**config.mk**
```make
export PLATFORM = sky130hd
export DESIGN_NAME = histogram_bin_accumulator
export DESIGN_NICKNAME = d
export VERILOG_FILES = /design/src/hba_pkg.sv /design/src/histogram_bin_accumulator.sv
export SDC_FILE = /design/constraint.sdc
export NUM_CORES = 2
export LEC_CHECK = 0
export ABC_AREA = 1
export ABC_CLOCK_PERIOD_IN_PS = 5200
export BUFFER_PORTS_ARGS = -buffer_cell sky130_fd_sc_hd__buf_2
export CORE_MARGIN = 1.5
export CORE_UTILIZATION = 50
export DETAILED_ROUTE_END_ITERATION = 8
export PLACE_DENSITY = 0.66
export SYNTH_ARGS = -nofsm -noshare
export SYNTH_HDL_FRONTEND = slang
export SYNTH_SLANG_ARGS = --single-unit
```
**constraint.sdc**
```tcl
create_clock -name clk -period 5.2 [get_ports clk]
set_input_delay 0.78 -clock clk [delete_from_list [all_inputs] [get_ports clk]]
set_output_delay 0.78 -clock clk [all_outputs]
set_load 0.05 [all_outputs]
```
**src/hba_pkg.sv**
```systemverilog
// Shared constants and operation codes for the histogram bin accumulator.
package hba_pkg;

	// Default storage sizes.
	localparam int NUM_BINS_DEF   = 64;
	localparam int COUNT_BITS_DEF = 32;

	// Fixed field widths.
	localparam int DATA_W     = 32;
	localparam int WIDTH_W    = 31;
	localparam int BINS_W     = 7;
	localparam int OP_W       = 2;
	localparam int OUT_IDX_W  = 6;
	localparam int CFG_IDX_W  = 2;
	localparam int DIV_STEPS  = 32;
	localparam int STEP_W     = 5;

	// Operation codes.
	localparam logic [OP_W-1:0] OP_ADD    = 2'd0;
	localparam logic [OP_W-1:0] OP_REMOVE = 2'd1;
	localparam logic [OP_W-1:0] OP_READ   = 2'd2;
	localparam logic [OP_W-1:0] OP_PEAK   = 2'd3;

	// Configuration register indexes.
	localparam logic [CFG_IDX_W-1:0] REG_LOW_EDGE    = 2'd0;
	localparam logic [CFG_IDX_W-1:0] REG_HIGH_EDGE   = 2'd1;
	localparam logic [CFG_IDX_W-1:0] REG_BIN_WIDTH   = 2'd2;
	localparam logic [CFG_IDX_W-1:0] REG_BINS_IN_USE = 2'd3;

	// Register reset values.
	localparam logic [DATA_W-1:0]  LOW_EDGE_RST    = 32'd0;
	localparam logic [DATA_W-1:0]  HIGH_EDGE_RST   = 32'd131072;
	localparam logic [WIDTH_W-1:0] BIN_WIDTH_RST   = 31'd3277;
	localparam logic [BINS_W-1:0]  BINS_IN_USE_RST = 7'd40;

endpackage

```
**src/histogram_bin_accumulator.sv**
```systemverilog
// Top level of the uniform-width histogram with a shared divider and bin-count memory.
//
//  channel   direction   signals
//  in        sink        in_valid, in_ready, op, sample, read_index
//  out       source      out_valid, out_ready, applied, bin_index, bin_count, bin_center
//  cfg       sink        cfg_valid, cfg_ready, cfg_index, cfg_data
//
// Add and remove items run the check, the one-bit-per-cycle restoring divider that finds
// the bin, then memory read, update and center. A read item checks the index and reads
// the memory; a peak item does one memory read per bin in use, then rereads the best bin.
// After reset a clearing pass writes zero to all NUM_BINS entries, one per cycle, and
// in_ready stays low until it ends. Configuration writes are always taken.
// A finished item waits in the output register, so a stalled output holds only the last step.
module histogram_bin_accumulator
	import hba_pkg::*;
#(
	parameter int NUM_BINS   = NUM_BINS_DEF,
	parameter int COUNT_BITS = COUNT_BITS_DEF
) (
	input  logic                        clk,
	input  logic                        arst_n,
	input  logic                        in_valid,
	output logic                        in_ready,
	input  logic [OP_W-1:0]             op,
	input  logic signed [DATA_W-1:0]    sample,
	input  logic [OUT_IDX_W-1:0]        read_index,
	output logic                        out_valid,
	input  logic                        out_ready,
	output logic                        applied,
	output logic [OUT_IDX_W-1:0]        bin_index,
	output logic signed [DATA_W-1:0]    bin_count,
	output logic signed [DATA_W-1:0]    bin_center,
	input  logic                        cfg_valid,
	output logic                        cfg_ready,
	input  logic [CFG_IDX_W-1:0]        cfg_index,
	input  logic [DATA_W-1:0]           cfg_data
);

	localparam int IDX_W  = $clog2(NUM_BINS);
	localparam int CNTN_W = $clog2(NUM_BINS + 1);
	localparam int NB_W   = (CNTN_W > BINS_W) ? CNTN_W : BINS_W;

	// Sequencer state codes.
	localparam logic [3:0] ST_CLEAR    = 4'd0;
	localparam logic [3:0] ST_IDLE     = 4'd1;
	localparam logic [3:0] ST_CHECK    = 4'd2;
	localparam logic [3:0] ST_DIV      = 4'd3;
	localparam logic [3:0] ST_CLAMP    = 4'd4;
	localparam logic [3:0] ST_RD       = 4'd5;
	localparam logic [3:0] ST_UPD      = 4'd6;
	localparam logic [3:0] ST_CTR      = 4'd7;
	localparam logic [3:0] ST_SCAN     = 4'd8;
	localparam logic [3:0] ST_SCAN_END = 4'd9;
	localparam logic [3:0] ST_FINISH   = 4'd10;

	localparam logic signed [COUNT_BITS-1:0] CNT_MAX = {1'b0, {(COUNT_BITS-1){1'b1}}};
	localparam logic signed [COUNT_BITS-1:0] CNT_MIN = {1'b1, {(COUNT_BITS-1){1'b0}}};

	// Configuration registers.
	logic signed [DATA_W-1:0] low_edge_q;
	logic signed [DATA_W-1:0] high_edge_q;
	logic [WIDTH_W-1:0]       bin_width_q;
	logic [BINS_W-1:0]        bins_in_use_q;

	// Sequencer and datapath registers.
	logic [3:0]                     state_q;
	logic [OP_W-1:0]                op_q;
	logic signed [DATA_W-1:0]       sample_q;
	logic [OUT_IDX_W-1:0]           read_index_q;
	logic [IDX_W-1:0]               addr_q;
	logic [DATA_W-1:0]              rem_q;
	logic [DATA_W-1:0]              quo_q;
	logic [STEP_W-1:0]              step_q;
	logic signed [COUNT_BITS-1:0]   count_q;
	logic [DATA_W-1:0]              mult_q;
	logic [DATA_W-1:0]              center_q;
	logic                           zero_q;
	logic                           ok_q;
	logic signed [COUNT_BITS-1:0]   top_q;
	logic [IDX_W-1:0]               best_q;
	logic                           issue_done_q;
	logic                           cmp_v_s1;
	logic                           cmp_last_s1;
	logic [IDX_W-1:0]               cmp_idx_s1;

	// Output register.
	logic                           out_valid_q;
	logic                           applied_q;
	logic [OUT_IDX_W-1:0]           bin_index_q;
	logic signed [DATA_W-1:0]       bin_count_q;
	logic signed [DATA_W-1:0]       bin_center_q;

	// Bin-count memory.
	logic signed [COUNT_BITS-1:0]   mem [NUM_BINS];
	logic signed [COUNT_BITS-1:0]   rd_data_q;
	logic                           mem_we;
	logic signed [COUNT_BITS-1:0]   mem_wd;

	// Combinational helpers.
	logic [NB_W-1:0]                nb;
	logic [DATA_W-1:0]              div_trial;
	logic [DATA_W-1:0]              div_sub;
	logic                           div_ge;
	logic                           scan_last;
	logic signed [COUNT_BITS-1:0]   count_next;
	logic                           is_update;

	assign cfg_ready  = 1'b1;
	assign in_ready   = (state_q == ST_IDLE);
	assign out_valid  = out_valid_q;
	assign applied    = applied_q;
	assign bin_index  = bin_index_q;
	assign bin_count  = bin_count_q;
	assign bin_center = bin_center_q;

	// Configuration writes.
	always_ff @(posedge clk or negedge arst_n) begin
		if (!arst_n) begin
			low_edge_q    <= LOW_EDGE_RST;
			high_edge_q   <= HIGH_EDGE_RST;
			bin_width_q   <= BIN_WIDTH_RST;
			bins_in_use_q <= BINS_IN_USE_RST;
		end else if (cfg_valid && cfg_ready) begin
			case (cfg_index)
				REG_LOW_EDGE:    low_edge_q    <= cfg_data;
				REG_HIGH_EDGE:   high_edge_q   <= cfg_data;
				REG_BIN_WIDTH:   bin_width_q   <= cfg_data[WIDTH_W-1:0];
				REG_BINS_IN_USE: bins_in_use_q <= cfg_data[BINS_W-1:0];
				default: ;
			endcase
		end
	end

	// Effective bin count: bins_in_use clamped to one through NUM_BINS.
	always_comb begin
		if (bins_in_use_q == '0) begin
			nb = NB_W'(1);
		end else if (NB_W'(bins_in_use_q) > NB_W'(NUM_BINS)) begin
			nb = NB_W'(NUM_BINS);
		end else begin
			nb = NB_W'(bins_in_use_q);
		end
	end

	// One restoring division step: shift in the next dividend bit and try the subtract.
	assign div_trial = {rem_q[DATA_W-2:0], quo_q[DATA_W-1]};
	assign div_ge    = div_trial >= {1'b0, bin_width_q};
	assign div_sub   = div_trial - {1'b0, bin_width_q};

	assign scan_last = (NB_W'(addr_q) == nb - NB_W'(1));
	assign is_update = (op_q == OP_ADD) || (op_q == OP_REMOVE);

	// Saturating increment or decrement of the count just read.
	always_comb begin
		count_next = rd_data_q;
		if (op_q == OP_ADD) begin
			if (rd_data_q != CNT_MAX) begin
				count_next = rd_data_q + COUNT_BITS'(1);
			end
		end else if (rd_data_q != CNT_MIN) begin
			count_next = rd_data_q - COUNT_BITS'(1);
		end
	end

	// Memory write port: zero during the clearing pass, the new count on an update.
	always_comb begin
		mem_we = 1'b0;
		mem_wd = '0;
		if (state_q == ST_CLEAR) begin
			mem_we = 1'b1;
		end else if (state_q == ST_UPD && is_update) begin
			mem_we = 1'b1;
			mem_wd = count_next;
		end
	end

	// Bin-count memory with one write port and a registered read port.
	always_ff @(posedge clk) begin
		if (mem_we) begin
			mem[addr_q] <= mem_wd;
		end
		rd_data_q <= mem[addr_q];
	end

	// Sequencer and datapath.
	always_ff @(posedge clk or negedge arst_n) begin
		if (!arst_n) begin
			state_q      <= ST_CLEAR;
			op_q         <= OP_ADD;
			sample_q     <= '0;
			read_index_q <= '0;
			addr_q       <= '0;
			rem_q        <= '0;
			quo_q        <= '0;
			step_q       <= '0;
			count_q      <= '0;
			mult_q       <= '0;
			center_q     <= '0;
			zero_q       <= 1'b0;
			ok_q         <= 1'b0;
			top_q        <= '0;
			best_q       <= '0;
			issue_done_q <= 1'b0;
			cmp_v_s1     <= 1'b0;
			cmp_last_s1  <= 1'b0;
			cmp_idx_s1   <= '0;
			out_valid_q  <= 1'b0;
			applied_q    <= 1'b0;
			bin_index_q  <= '0;
			bin_count_q  <= '0;
			bin_center_q <= '0;
		end else begin
			// A taken result frees the output register unless a new one replaces it.
			if (out_valid_q && out_ready && state_q != ST_FINISH) begin
				out_valid_q <= 1'b0;
			end
			case (state_q)
				// Sweep the whole memory to zero after reset.
				ST_CLEAR: begin
					if (addr_q == IDX_W'(NUM_BINS - 1)) begin
						addr_q  <= '0;
						state_q <= ST_IDLE;
					end else begin
						addr_q <= addr_q + IDX_W'(1);
					end
				end
				ST_IDLE: begin
					if (in_valid) begin
						op_q         <= op;
						sample_q     <= sample;
						read_index_q <= read_index;
						state_q      <= ST_CHECK;
					end
				end
				// Range and index checks, and setup of the divider or the scan.
				ST_CHECK: begin
					case (op_q)
						OP_READ: begin
							if (NB_W'(read_index_q) >= nb) begin
								zero_q  <= 1'b1;
								ok_q    <= 1'b0;
								state_q <= ST_FINISH;
							end else begin
								zero_q  <= 1'b0;
								ok_q    <= 1'b1;
								addr_q  <= IDX_W'(read_index_q);
								state_q <= ST_RD;
							end
						end
						OP_PEAK: begin
							zero_q       <= 1'b0;
							addr_q       <= '0;
							top_q        <= '0;
							best_q       <= '0;
							ok_q         <= 1'b0;
							issue_done_q <= 1'b0;
							cmp_v_s1     <= 1'b0;
							state_q      <= ST_SCAN;
						end
						default: begin
							if (bin_width_q == '0 || sample_q < low_edge_q ||
							    sample_q > high_edge_q) begin
								zero_q  <= 1'b1;
								ok_q    <= 1'b0;
								state_q <= ST_FINISH;
							end else begin
								zero_q  <= 1'b0;
								ok_q    <= 1'b1;
								rem_q   <= '0;
								quo_q   <= $unsigned(sample_q - low_edge_q);
								step_q  <= '0;
								state_q <= ST_DIV;
							end
						end
					endcase
				end
				// One quotient bit per cycle.
				ST_DIV: begin
					rem_q <= div_ge ? div_sub : div_trial;
					quo_q <= {quo_q[DATA_W-2:0], div_ge};
					step_q <= step_q + STEP_W'(1);
					if (step_q == STEP_W'(DIV_STEPS - 1)) begin
						state_q <= ST_CLAMP;
					end
				end
				// A quotient at or past the last bin lands in the last bin.
				ST_CLAMP: begin
					if (quo_q >= DATA_W'(nb)) begin
						addr_q <= IDX_W'(nb - NB_W'(1));
					end else begin
						addr_q <= IDX_W'(quo_q);
					end
					state_q <= ST_RD;
				end
				ST_RD: begin
					state_q <= ST_UPD;
				end
				// Count update or capture, and the index product for the center.
				ST_UPD: begin
					count_q <= is_update ? count_next : rd_data_q;
					mult_q  <= DATA_W'({1'b0, bin_width_q}) * DATA_W'(addr_q);
					state_q <= ST_CTR;
				end
				ST_CTR: begin
					center_q <= $unsigned(low_edge_q) + DATA_W'(bin_width_q >> 1) + mult_q;
					state_q  <= ST_FINISH;
				end
				// Peak search: issue one read per cycle, compare each read in the cycle after it.
				ST_SCAN: begin
					if (!issue_done_q) begin
						cmp_v_s1    <= 1'b1;
						cmp_last_s1 <= scan_last;
						cmp_idx_s1  <= addr_q;
						if (scan_last) begin
							issue_done_q <= 1'b1;
						end else begin
							addr_q <= addr_q + IDX_W'(1);
						end
					end else begin
						cmp_v_s1 <= 1'b0;
					end
					if (cmp_v_s1) begin
						if (rd_data_q > top_q) begin
							top_q  <= rd_data_q;
							best_q <= cmp_idx_s1;
							ok_q   <= 1'b1;
						end
						if (cmp_last_s1) begin
							state_q <= ST_SCAN_END;
						end
					end
				end
				ST_SCAN_END: begin
					addr_q  <= best_q;
					state_q <= ST_RD;
				end
				// Hand the result to the output register once it is free.
				ST_FINISH: begin
					if (!out_valid_q || out_ready) begin
						out_valid_q <= 1'b1;
						applied_q   <= ok_q;
						if (zero_q) begin
							bin_index_q  <= '0;
							bin_count_q  <= '0;
							bin_center_q <= '0;
						end else begin
							bin_index_q  <= OUT_IDX_W'(addr_q);
							bin_count_q  <= DATA_W'(count_q);
							bin_center_q <= center_q;
						end
						state_q <= ST_IDLE;
					end
				end
				default: begin
					state_q <= ST_IDLE;
				end
			endcase
		end
	end

endmodule
```
==> report_table.html <==
<table>
<tr><th>Metric</th><th>Value</th></tr>
<tr><th colspan="2">Worst setup path</th></tr>
<tr><td>R2r worst-path depth</td><td>14</td></tr>
<tr><td>Worst EP arrival</td><td>~5.5 ns</td></tr>
<tr><td>Top fanout value on the critical path</td><td>19</td></tr>
<tr><td>Critical path capture point type</td><td>flop</td></tr>
<tr><td>Buffering stage count on the worst path with inverters included</td><td>2</td></tr>
<tr><td>Cell Chain, Critical Path</td><td>buf_4 &gt; nand2_1 &gt; fa_1 &gt; fa_1 &gt; inv_1 &gt; fa_1 &gt; ha_1 &gt; a21oi_1 &gt; o21ai_0 &gt; a221oi_1 &gt; o211ai_1 &gt; or2_2 &gt; nand3_1 &gt; nand2_1</td></tr>
<tr><td>Stages on worst setup path</td><td>14</td></tr>
<tr><td>Gate family responsible for the most delay along the worst path</td><td>adder cells</td></tr>
<tr><td>Critical path launch point type</td><td>flop</td></tr>
<tr><td>Top cell by count, worst path</td><td>sky130_fd_sc_hd__fa_1</td></tr>
<tr><td>Path type of the worst setup path</td><td>reg2reg</td></tr>
<tr><td>Critical Path RT</td><td>approximately 6.0 ns</td></tr>
<tr><td>CP max stage cell</td><td>sky130_fd_sc_hd__dfrtp_1</td></tr>
<tr><td>Maximum cell stage delay along the critical path</td><td>~0.9 ns</td></tr>
<tr><th colspan="2">Logic synthesis</th></tr>
<tr><td>#FFs+latches synth</td><td>between 2,000 and 3,000</td></tr>
<tr><td>Area share of the leading cell type in the synthesized netlist</td><td>55.58%</td></tr>
<tr><td>Share of flip-flops with an asynchronous set or reset</td><td>~17%</td></tr>
<tr><td>Yosys warns</td><td>0</td></tr>
<tr><td>Mapped Area</td><td>approximately 110,000 um2</td></tr>
<tr><td>Cell count after synthesis</td><td>9,536</td></tr>
<tr><td>Number of flops mapped to enable cells by yosys</td><td>approximately 2,000</td></tr>
<tr><td>Post-synthesis sequential area ratio</td><td>66.05%</td></tr>
<tr><td>Post-synthesis cell type count</td><td>59</td></tr>
<tr><td>Synth area leaders</td><td>sky130_fd_sc_hd__edfxtp_1 (56%), sky130_fd_sc_hd__dfrtp_1 (9.7%), sky130_fd_sc_hd__nand2_1 (8.4%)</td></tr>
<tr><td>Area leader, netlist</td><td>sky130_fd_sc_hd__edfxtp_1</td></tr>
<tr><td>Post-Syn Nets</td><td>9,969</td></tr>
<tr><td>Mean area per synthesized cell</td><td>roughly 12 um2</td></tr>
<tr><td>Predominant post-synthesis flop cell</td><td>sky130_fd_sc_hd__edfxtp_1</td></tr>
<tr><th colspan="2">Placement</th></tr>
<tr><td>Half-perimeter wire length of the detailed placement result</td><td>roughly 250 mm</td></tr>
<tr><td>Port Buf Inserts</td><td>151</td></tr>
<tr><td>Routability cong.</td><td>between 0.9 and 1</td></tr>
<tr><td>Post-placement cell count</td><td>about 13,000</td></tr>
<tr><th colspan="2">Cells and area</th></tr>
<tr><td>Most used cells in the layout excluding fill and tap cells</td><td>sky130_fd_sc_hd__nand2_1 (2,487), sky130_fd_sc_hd__edfxtp_1 (2,048), sky130_fd_sc_hd__inv_1 (795)</td></tr>
<tr><td>Layout overhead on the synthesized area</td><td>13.40%</td></tr>
<tr><td>Area of the multi-input gates</td><td>approximately 33,000 um2</td></tr>
<tr><td>Share of post-route cells with drive strength above 1</td><td>about a tenth</td></tr>
<tr><td>Commonest non-fill, non-tap cell in the layout</td><td>sky130_fd_sc_hd__nand2_1</td></tr>
<tr><td>Number of fillers in the final layout</td><td>about 18,000</td></tr>
<tr><td>Sequential cell area</td><td>73,090 um2</td></tr>
<tr><td>Non-filler cells, final</td><td>13,004</td></tr>
<tr><td>Final nets</td><td>10,269</td></tr>
<tr><th colspan="2">Routing</th></tr>
<tr><td>DRC Markers</td><td>0</td></tr>
<tr><td>Via count</td><td>about 78,000</td></tr>
<tr><td>DR iter-0 viols</td><td>about 9,400</td></tr>
<tr><td>Post-DR wirelength/cell</td><td>roughly 29 um</td></tr>
<tr><td>Vias per std cell</td><td>between 6 and 7</td></tr>
<tr><td>Drt pass-1 iters</td><td>6</td></tr>
<tr><td>Residual antenna-violating net count after detailed routing</td><td>0</td></tr>
<tr><td>Detailed-route wire length</td><td>around 370 mm</td></tr>
<tr><th colspan="2">Timing</th></tr>
<tr><td>Unrepaired setup endpoints after global routing</td><td>no</td></tr>
<tr><td>Slew margin rel.</td><td>approximately 17%</td></tr>
<tr><td>Final critical-path share of the clock period</td><td>about nine tenths</td></tr>
<tr><td>Minimum hold slack</td><td>0.09297 ns</td></tr>
<tr><td>Post-route setup TNS</td><td>0 ns</td></tr>
<tr><td>Worst Clk Skew</td><td>0.09623 ns</td></tr>
<tr><td>Final Max Slew Viols</td><td>0</td></tr>
<tr><td>Number of endpoints failing setup at the final stage</td><td>0</td></tr>
<tr><td>Slew at the pin closest to its max-slew limit</td><td>around 1.2 ns</td></tr>
<tr><td>Total count of hold-check failures in the final report</td><td>0</td></tr>
<tr><td>Minimum clock period after layout</td><td>roughly 4.7 ns</td></tr>
<tr><td>Maximum operating frequency</td><td>214.3 MHz</td></tr>
<tr><th colspan="2">Power and ir drop</th></tr>
<tr><td>Lkg Pwr</td><td>about 46 nW</td></tr>
<tr><td>Total chip power</td><td>71.90 mW</td></tr>
<tr><td>Total power per unit cell area</td><td>around 570 nW/um2</td></tr>
<tr><td>Part of the total power dissipated in combinational logic</td><td>between 30% and 40%</td></tr>
<tr><td>Switching part of the total power</td><td>between 30% and 40%</td></tr>
<tr><td>Maximum vdd drop</td><td>approximately 360 uV</td></tr>
<tr><td>Net switching power figure</td><td>around 29 mW</td></tr>
<tr><td>Design internal power</td><td>between 40 and 50 mW</td></tr>
<tr><td>Sequential Power Share</td><td>a little over a third</td></tr>
<tr><td>Clk pwr share</td><td>around a quarter</td></tr>
<tr><th colspan="2">Die</th></tr>
<tr><td>Die W</td><td>473.4 um</td></tr>
<tr><td>Die ar.</td><td>224,100 um2</td></tr>
<tr><td>Num ports</td><td>about 150</td></tr>
<tr><td>Die outline height</td><td>473.4 um</td></tr>
<tr><td>Initial core utilization</td><td>about half</td></tr>
<tr><td>FP Rows</td><td>between 150 and 200</td></tr>
<tr><td>Core area</td><td>roughly 220,000 um2</td></tr>
<tr><th colspan="2">Clock tree</th></tr>
<tr><td>Cells resized by post-CTS repair</td><td>0</td></tr>
<tr><td>TritonCTS Buffers</td><td>between 200 and 300</td></tr>
<tr><td>H-tree depth reported by CTS</td><td>5</td></tr>
<tr><td>Clock root buffer</td><td>sky130_fd_sc_hd__clkbuf_16</td></tr>
<tr><td>CTS Sinks</td><td>about 2,500</td></tr>
<tr><td>Clk_lat worst skew</td><td>0.97 ns</td></tr>
<tr><td>CTS tree</td><td>done</td></tr>
<tr><td>Clock slew seen by the registers of the worst setup and hold paths</td><td>0.06 ns</td></tr>
<tr><td>Maximum buffer depth of the clock tree</td><td>4</td></tr>
<tr><th colspan="2">Global route</th></tr>
<tr><td>Number of antenna violations at the first check in global routing</td><td>32</td></tr>
<tr><td>Maximum number of pins on one net before global-route repair</td><td>93</td></tr>
<tr><td>Total gr overflow</td><td>0</td></tr>
<tr><td>Overall fraction of global-route tracks in use</td><td>around 33%</td></tr>
<tr><td>Wire length of the first global-routing pass</td><td>~530 mm</td></tr>
<tr><td>Vias in the first global route</td><td>approximately 75,000</td></tr>
<tr><th colspan="2">Hold path</th></tr>
<tr><td>Min-delay worst type</td><td>in2reg</td></tr>
<tr><td>Hold depth</td><td>2</td></tr>
<tr><th colspan="2">Run</th></tr>
<tr><td>Count of maximum capacitance violations</td><td>0</td></tr>
<tr><th colspan="2">Outcome</th></tr>
<tr><td>Outcome</td><td>completed</td></tr>
</table>
## cells by family (layout without fill, tap and decap cells)
| family | after synthesis | in the layout | synth area share, % |
|---|---|---|---|
| flops | 2517 | 2517 | 66.05 |
| buf+inv | 1296 | 1790 | 4.634 |
| mux | 34 | 34 | 0.3460 |
| compound gates | 1446 | 1446 | 8.698 |
| other cells | 1 | 17 | 0.003389 |
| fa+ha+maj | 354 | 354 | 4.966 |
| simple gates | 3751 | 3751 | 14.22 |
| xor+xnor | 137 | 137 | 1.084 |
## worst register-to-register path, stage by stage (launching register included)
cell,delay (ns)
sky130_fd_sc_hd__dfrtp_1,0.90
sky130_fd_sc_hd__buf_4,0.34
sky130_fd_sc_hd__nand2_1,0.10
sky130_fd_sc_hd__fa_1,0.50
sky130_fd_sc_hd__fa_1,0.50
sky130_fd_sc_hd__inv_1,0.05
sky130_fd_sc_hd__fa_1,0.45
sky130_fd_sc_hd__ha_1,0.37
sky130_fd_sc_hd__a21oi_1,0.27
sky130_fd_sc_hd__o21ai_0,0.22
sky130_fd_sc_hd__a221oi_1,0.33
sky130_fd_sc_hd__o211ai_1,0.16
sky130_fd_sc_hd__or2_2,0.29
sky130_fd_sc_hd__nand3_1,0.07
sky130_fd_sc_hd__nand2_1,0.05
## routing by layer
| layer | GRT usage [%] | vias up | wire (um) |
|---|---|---|---|
| met5 | 0 | - | 27 |
| met4 | 16.38 | 4 | 21000 |
| met3 | 5.423 | 806 | 34040 |
| met2 | 51.62 | 4229 | 170200 |
| met1 | 44.93 | 38821 | 146900 |
| li1 | - | 34275 | - |
## stage by stage
stage | instance area [um2] | setup slack [ns] | util [%]
floorplan | 110700 | 0.7544 | -
global placement | 116800 | 0.5230 | 53.15
detailed placement | 116800 | 0.4627 | 53.15
CTS | 125400 | 0.5419 | 57.09
global route | 125500 | 0.2221 | 57.10
finish | 125500 | 0.5337 | 57.11
## flip-flops by register name, summed over array words and instances, names as in the netlist, 2 cells and up
signal,cells
addr_q,6
best_q,6
bin_center,32
bin_count,32
bin_index,6
bin_width_q,31
bins_in_use_q,7
center_q,32
cmp_idx_s1,6
count_q,32
high_edge_q,32
low_edge_q,32
mem,2048
mult_q,32
op_q,2
quo_q,32
rd_data_q,32
read_index_q,6
rem_q,31
sample_q,32
state_q,4
step_q,5
top_q,32
## Yosys cell counts, types with 46 or more instances
cell / number
sky130_fd_sc_hd__nand2_1: 2489
sky130_fd_sc_hd__edfxtp_1: 2048
sky130_fd_sc_hd__inv_1: 826
sky130_fd_sc_hd__nor2_1: 443
sky130_fd_sc_hd__o21ai_0: 431
sky130_fd_sc_hd__dfrtp_1: 427
sky130_fd_sc_hd__nand4_1: 339
sky130_fd_sc_hd__a22oi_1: 319
sky130_fd_sc_hd__nand3_1: 306
sky130_fd_sc_hd__clkbuf_1: 228
sky130_fd_sc_hd__a21oi_1: 213
sky130_fd_sc_hd__ha_1: 212
sky130_fd_sc_hd__a221oi_1: 206
sky130_fd_sc_hd__buf_2: 171
sky130_fd_sc_hd__fa_1: 142
sky130_fd_sc_hd__a22o_1: 97
sky130_fd_sc_hd__xor2_1: 91
sky130_fd_sc_hd__nor3_1: 58
sky130_fd_sc_hd__buf_1: 46
sky130_fd_sc_hd__xnor2_1: 46
## what timing repair did
action                     4_1_cts  5_1_grt
hold buffers                     1        0
setup endpoints to repair        0        0
setup buffers                    0        0
hold endpoints to repair        70        0
## final cells by class
| class | count | share of cell area (%) |
|---|---|---|
| well taps | 2958 | 2.949 |
| inverters | 842 | 2.566 |
| clock buffers | 363 | 6.047 |
| flip-flops and latches | 2517 | 58.24 |
| multi-input cells | 5723 | 26.35 |
| diodes | 16 | 0.03191 |
| clock inverters | 115 | 0.8495 |
| repair buffers | 470 | 2.959 |
## path summary, 6_finish.rpt
| kind | start | endpoint | slack (ns) |
|---|---|---|---|
| worst min-delay path | sample[13] | sample_q[13]$_DFFE_PN0P_ | 0.09 |
| max in group asynchronous | arst_n | rem_q[10]$_DFFE_PN0P_ | 3.66 |
| worst max-delay path | addr_q[3]$_DFFE_PN0P_ | mult_q[29]$_DFFE_PN0P_ | 0.53 |
| worst max register to register | addr_q[3]$_DFFE_PN0P_ | mult_q[29]$_DFFE_PN0P_ | 0.53 |
| worst min register to register | top_q[21]$_DFFE_PN0P_ | top_q[21]$_DFFE_PN0P_ | 0.47 |
| min in group asynchronous | arst_n | center_q[29]$_DFFE_PN0P_ | 0.48 |
## power groups by stage
stage | sequential [mW] | clock [mW] | combinational (mW)
2_1_floorplan | 25.1 | 0 | 16.4
3_3_place_gp | 25.4 | 0 | 27.1
3_5_place_dp | 25.5 | 0 | 27.2
4_1_cts | 25.1 | 19.2 | 27.4
5_1_grt | 25.2 | 20.0 | 29.9
6_report | 25.1 | 19.1 | 27.7
No activity file was read; power rests on OpenSTA's default activity.
